**src/rtl/atlb_pkg.sv**
```systemverilog
package atlb_pkg;

  localparam int VA_W     = 64;
  localparam int SID_W    = 16;
  localparam int PERM_W   = 3;
  localparam int STAMP_W  = 32;
  localparam int IDX_W    = 8;
  localparam int PAGE_MAX = 56;
  localparam int PIN_BIT  = 2;

  localparam logic [1:0] REQ_LOOKUP = 2'd0;
  localparam logic [1:0] REQ_INSERT = 2'd1;
  localparam logic [1:0] REQ_REMOVE = 2'd2;
  localparam logic [1:0] REQ_FLUSH  = 2'd3;

  localparam logic [2:0] ST_HIT   = 3'd0;
  localparam logic [2:0] ST_MISS  = 3'd1;
  localparam logic [2:0] ST_FAULT = 3'd2;
  localparam logic [2:0] ST_DONE  = 3'd3;
  localparam logic [2:0] ST_FAIL  = 3'd4;

  typedef struct packed {
    logic                valid;
    logic                match;
    logic [IDX_W-1:0]    match_idx;
    logic [PERM_W-1:0]   match_flags;
    logic [PAGE_MAX-1:0] match_phys;
    logic                free;
    logic [IDX_W-1:0]    free_idx;
    logic                lru;
    logic [IDX_W-1:0]    lru_idx;
    logic [STAMP_W-1:0]  lru_stamp;
  } scan_t;

  typedef struct packed {
    logic                wr;
    logic                clr;
    logic                flush;
    logic                stamp_wr;
    logic [IDX_W-1:0]    idx;
    logic [PERM_W-1:0]   flags;
    logic [SID_W-1:0]    space;
    logic [PAGE_MAX-1:0] vpage;
    logic [PAGE_MAX-1:0] ppage;
    logic [STAMP_W-1:0]  stamp;
  } cmd_t;

endpackage

```
**src/rtl/atlb_cell.sv**
```systemverilog
module atlb_cell #(
  parameter int IDX = 0,
  parameter int PW  = 52
) (
  input  logic                    clk,
  input  logic                    rst,
  input  logic [15:0]             sid,
  input  logic [PW-1:0]           vpage,
  input  atlb_pkg::cmd_t          cmd,
  input  atlb_pkg::scan_t         scan_in,
  output atlb_pkg::scan_t         scan_out
);
  import atlb_pkg::*;

  logic [PERM_W-1:0]  flags;
  logic [SID_W-1:0]   space;
  logic [PW-1:0]      vp;
  logic [PW-1:0]      pp;
  logic [STAMP_W-1:0] stamp;
  logic               ent_valid;
  logic               hit;
  logic               sel;
  scan_t              scan_next;
  logic [IDX_W-1:0]   my_idx;

  assign my_idx    = IDX_W'(IDX);
  assign ent_valid = flags != '0;
  assign hit       = ent_valid && space == sid && vp == vpage;
  assign sel       = cmd.idx == my_idx;

  always_comb begin
    scan_next = scan_in;
    if (!scan_in.match && hit) begin
      scan_next.match       = 1'b1;
      scan_next.match_idx   = my_idx;
      scan_next.match_flags = flags;
      scan_next.match_phys  = PAGE_MAX'(pp);
    end
    if (!scan_in.free && !ent_valid) begin
      scan_next.free     = 1'b1;
      scan_next.free_idx = my_idx;
    end
    if (!flags[PIN_BIT] && (!scan_in.lru || stamp < scan_in.lru_stamp)) begin
      scan_next.lru       = 1'b1;
      scan_next.lru_idx   = my_idx;
      scan_next.lru_stamp = stamp;
    end
  end

  always_ff @(posedge clk) begin
    if (rst) begin
      flags          <= '0;
      stamp          <= '0;
      scan_out       <= '0;
    end else begin
      scan_out <= scan_next;
      if (cmd.flush && !flags[PIN_BIT]) begin
        flags <= '0;
      end else if (cmd.clr && sel) begin
        flags <= '0;
      end else if (cmd.wr && sel) begin
        flags <= cmd.flags;
      end
      if (cmd.stamp_wr && sel) begin
        stamp <= cmd.stamp;
      end
    end
    if (cmd.wr && sel) begin
      space <= cmd.space;
      vp    <= cmd.vpage[PW-1:0];
      pp    <= cmd.ppage[PW-1:0];
    end
  end

endmodule

```
**config.mk**
```make
export PLATFORM = sky130hd
export DESIGN_NAME = atlb_cell
export DESIGN_NICKNAME = d
export VERILOG_FILES = /design/src/rtl/atlb_pkg.sv /design/src/rtl/atlb_cell.sv
export SDC_FILE = /design/constraint.sdc
export NUM_CORES = 1
export LEC_CHECK = 0
export ABC_AREA = 1
export BUFFER_PORTS_ARGS = -buffer_cell sky130_fd_sc_hd__buf_2
export CAP_MARGIN = 0
export CORE_AREA = 2 2 189 191
export CTS_CLUSTER_SIZE = 8
export DETAILED_ROUTE_END_ITERATION = 10
export DIE_AREA = 0 0 191 193
export GPL_ROUTABILITY_DRIVEN = 0
export PLACE_DENSITY = 0.66
export SYNTH_ARGS = -nofsm -noshare
export SYNTH_HDL_FRONTEND = slang
export SYNTH_SLANG_ARGS = --single-unit
```
**constraint.sdc**
```tcl
create_clock -name clk -period 5.1 [get_ports clk]
set_input_delay 0.51 -clock clk [delete_from_list [all_inputs] [get_ports clk]]
set_output_delay 0.51 -clock clk [all_outputs]
set_load 0.05 [all_outputs]
```
; After elaboration in Yosys (flattened, before gate mapping)
; Cells that the tools add are included.
[totals]
out_inout_bits = 119
register_bits = 274
[op_classes]
order_cmp = 1
n_mux = 3
eq_ne = 2
reduce_logical = 21
[op_table]
columns = cell, count
row1 = 68-bit two-way mux, 1
row2 = 52-bit equality test, 1
row3 = 41-bit two-way mux, 1
row4 = 32-bit less-than comparator, 1
row5 = 16-bit equality test, 1
row6 = 1-bit logical AND, 9
row7 = 9-bit two-way mux, 1
row8 = 8-bit logical NOT, 1
row9 = 2-bit OR reduction, 3
row10 = 1-bit logical NOT, 5
row11 = 3-bit nonzero test, 1
row12 = 3-bit OR reduction, 1
row13 = 1-bit logical OR, 1

; Longest topological paths before layout
[logic_depth]
depth_word = 5
ltp_mapped = 18
ltp_nobuf = 16

; Worst setup path after synthesis
; Ideal clock, no wire load.
[synth_timing]
kind = input port to flip-flop
from = input port cmd[164] (netlist name)
to = register pp[0], enable pin
path_slack_ps = 1240
cell_stages = 4
arrival_time_ps = 3387
path_cell_list = nor4_1 -> and2_1 -> nand2_1 -> inv_1
[synth_via]
elab_chain_cells = 2
[synth_lines]
columns = element, line
row1 = start: declaration, atlb_cell.sv:9  ; input atlb_pkg::cmd_t cmd,
row2 = 8-bit logical NOT, atlb_cell.sv:29  ; assign sel = cmd.idx == my_idx;
row3 = 1-bit logical AND, atlb_cell.sv:68  ; if (cmd.wr && sel) begin
row4 = end signal: assignment, atlb_cell.sv:71  ; pp <= cmd.ppage[PW-1:0];
row5 = end: declaration, atlb_cell.sv:18  ; logic [PW-1:0] pp;
; Every way passes these cells.
; A chain may end at the register's enable or synchronous reset.

; Worst setup path after layout
[layout_timing]
from = register vp[19]
to = register scan_out[115] (netlist name)
[layout_via]
elab_chain_cells = 4
[layout_lines]
columns = element, line
row1 = start: declaration, atlb_cell.sv:17  ; logic [PW-1:0] vp;
row2 = start signal: assignment, atlb_cell.sv:70  ; vp <= cmd.vpage[PW-1:0];
row3 = 52-bit equality test, atlb_cell.sv:28  ; assign hit = ent_valid && space == sid && vp == vpage;
row4 = 1-bit logical AND, atlb_cell.sv:28
row5 = 1-bit logical AND, atlb_cell.sv:33  ; if (!scan_in.match && hit) begin
row6 = 2-bit OR reduction (no source line), --
row7 = end signal: assignment, atlb_cell.sv:56  ; scan_out <= scan_next;
row8 = end: declaration, atlb_cell.sv:11  ; output atlb_pkg::scan_t scan_out
; Every way passes these cells.

==> summary.md <==
| Metric | Value |
|---|---|
| Final Net Count | 2180 |
| Initial antenna violation count | 9 |
| Max H-tree Level | 2 |
| CP dominant cell by count | nor2_1 |
| Crit-path leading delay family | simple AND/OR/NAND/NOR gates |
| Data required time of the worst path | 5.50 ns |
| Clk_lat worst skew | 0.54 ns |
| Area share of the largest cell type after synthesis | 31.45% |
| Number of cells on the critical path | 10 |
| Crit-path max cell delay | 0.66 ns |
| Total negative slack | 0 ns |
| RSZ-0062 raised after global routing | no |
| CP cell instances | inv_1, nor2_1, nor3_1, nand2_1, nor2_1, nand2_1, nor2_1, nand4_1, nand2_1, nor2_1 |
| Post-synth EDFFs | 120 |
| Initial Util | 32.76% |
| Core Rows | 69 |
| Synth Instances | 1304 |
| Clock transition at path regs | 0.05 ns |
| Outcome | finished clean |
| Setup crit end kind | flip-flop |
| Fillers | 3428 |
| Final hold vios | 0 |
| Drt first pass iters | 5 |
| GRT Residual Overflow | 0 |
| CP Launch Type | flip-flop |
| CTS Root Cell | clkbuf_16 |
| Die height | 193 um |
| Setup Skew | 0.01997 ns |
| Yosys top cell by area | edfxtp_1 |
| Netlist cell types | 32 |
| Clk sinks | 274 |
| Synthesized net count | 1699 |
| Arr. time, crit path | 3.17 ns |
| Reg2reg path depth | 10 |
| Worst-margin pin slew | 1.053 ns |
| HP Class | input pin to flip-flop |
| Avg Inst Size Synth | 8.785 sq um |
| R2R Path Start | vp[19]$_DFFE_PP_ |
| Global Route Usage Sum | 18.59% |
| Setup CP Type | flip-flop to flip-flop |
| Yosys reg bits | 274 |
| Core outline area | 34960 sq um |
| Area contributors post-synth | edfxtp_1 31%, dfxtp_1 27%, nand2_1 8.2% |
| CTS tree | built |
| Most frequent cell after synthesis | nand2_1 |
| Pin count of the biggest net entering global routing | 69 |
| Die X | 191 um |
| Lkg Pwr | 7.995 nW |
| Min Tclk post-route | 2.775 ns |
| Dpl hpwl | 26.83 mm |
| DP Worst Slack | 1.972 ns |
| Ys Warns | 0 |
| Tcrit/Tclk final | 54.41% |
| DR WL/cell | 15.71 um |
| Synth cell count leaders | 251 x nand2_1, 244 x nor2_1, 195 x inv_1 |
| Area growth syn-to-layout | 34.99% |
| Power Density | 339.7 nW/um^2 |
| Number of port buffers | 474 |
| Fin Hold WS | 0.1439 ns |
| Seq/Total Area, Yosys | 58.37% |
| Via-to-Cell Ratio | 4.463 |
| Critical Path Slowest Stage Cell | nand2_1 |
| CP startpoint | vp[19]$_DFFE_PP_ |
| Max-Slew Margin vs Limit | 29.52% |
| Final ANT Viol Nets | 0 |
| Max Fclk | 360.4 MHz |
| Total number of vias | 10190 |
| Top_reg_cell synth | dfxtp_1 |
| First-pass GRT wire length | 51.96 mm |
| Max-slew violations | 0 |
| Post-CTS Setup Bufs | 0 |
| Fraction of registers with async set/reset | 0% |
| TritonCTS Buffers | 40 |
| DRT Wirelength | 35.85 mm |
| Buf+Inv Stages, Crit Path | 1 |
| Layout cell share with drive strength beyond 1 | 29.90% |
| I/O pins | 483 |
| Flop2flop setup slack | 2.33 ns |
| Resized cells post-CTS | 0 |
| Maximum capacitance violations | 0 |
| DRC viols | 0 |
| CP max FO | 12 |
| CP endpoint | scan_out[115]$_SDFF_PP0_ |
| Worst vdd ir | 264.0 uV |
| CTS Hold Buffers Added | 0 |
| Final WS setup | 2.325 ns |
| Netlist Area Pre-Place | 11460 sq um |
| FF-to-FF End | scan_out[115]$_SDFF_PP0_ |
| Clock buffer depth | 3 |
| Initial drt markers | 520 |
| Die ar. | 36860 sq um |
| Vias in the first global route | 9701 |
| Setup-failing EPs final | 0 |
==> per-stage QoR <==
stage          util [%]  std cells  total power, mW  instance area [sq um]
5_1_grt           44.22       2281            5.449                  15460
4_1_cts           44.17       2274            5.328                  15440
3_5_place_dp      40.87       2204            2.840                  14290
3_3_place_gp      40.87       2204            2.832                  14290
2_1_floorplan         -       1304            2.621                  11460
6_report          44.23       2282            5.253                  15460
==> cells by family after synthesis <==
| group | Yosys count | synth area share (%) |
|---|---|---|
| compound gates | 127 | 5.636 |
| flops | 274 | 58.37 |
| simple gates | 584 | 20.65 |
| xor+xnor | 47 | 3.593 |
| buf+inv | 241 | 8.366 |
| fa+ha+maj | 31 | 3.386 |
==> power by group <==
part	internal, mW	switching (mW)	leakage (nW)
registers	2.33	0.0104	2.34
logic	0.172	0.288	5.10
clock network	1.50	0.954	0.555
total	4.00	1.25	8.00
==> worst min-delay path by stage <==
stage	start	to	slack, ns	cells past startpoint
floorplan	pp[50]$_DFFE_PP_	scan_out[100]$_SDFF_PP0_	0.45	2
global placement	pp[39]$_DFFE_PP_	scan_out[89]$_SDFF_PP0_	0.45	2
detailed placement	pp[8]$_DFFE_PP_	scan_out[58]$_SDFF_PP0_	0.46	2
CTS	cmd[138]	vp[50]$_DFFE_PP_	0.10	1
global route	cmd[49]	pp[17]$_DFFE_PP_	0.11	1
finish	cmd[124]	vp[36]$_DFFE_PP_	0.14	1
==> state kept, by name (all words and copies together), names as in the netlist <==
signal	cells
space	16
flags	3
vp	52
pp	52
stamp	32
scan_out	119
==> metal layers <==
metal	up-vias	part of all wire, %	track usage [%]	wire length (um)
li1	5059	-	-	-
met1	4632	40	22.18	14370
met4	4	3.2	9.273	1135
met3	67	8.4	4.869	2998
met5	-	0.075	0	27
met2	423	48	31.09	17320
==> layout make-up <==
class / count / area, sq um / share of cell area, %
inverters: 196 / 740.7 / 4.790
well taps: 461 / 576.8 / 3.730
repair buffers: 484 / 2460 / 15.91
multi-input cells: 789 / 3825 / 24.73
flip-flops and latches: 274 / 6686 / 43.24
clock buffers: 67 / 1134 / 7.330
diodes: 8 / 20.02 / 0.1295
clock inverters: 3 / 22.52 / 0.1456
==> placed cells by master, fill, tap and decap left out, types with 2 or more instances in the layout <==
master / n
clkbuf_1: 25
nand2_2: 2
inv_4: 2
buf_2: 474
nor4_1: 2
nand3b_1: 2
or2_2: 6
nor2b_1: 2
nand3_1: 47
ha_1: 31
xnor2_1: 19
nand2_1: 249
clkbuf_16: 41
o21ai_0: 40
a211oi_1: 3
inv_1: 193
xor2_1: 28
nor3_1: 8
nor3b_1: 6
a21oi_1: 82
or2_1: 5
diode_2: 8
nor2_1: 244
nand4_1: 7
dfxtp_1: 154
inv_6: 2
buf_4: 9
edfxtp_1: 120
Note: power is estimated with default switching activity, not from simulation.
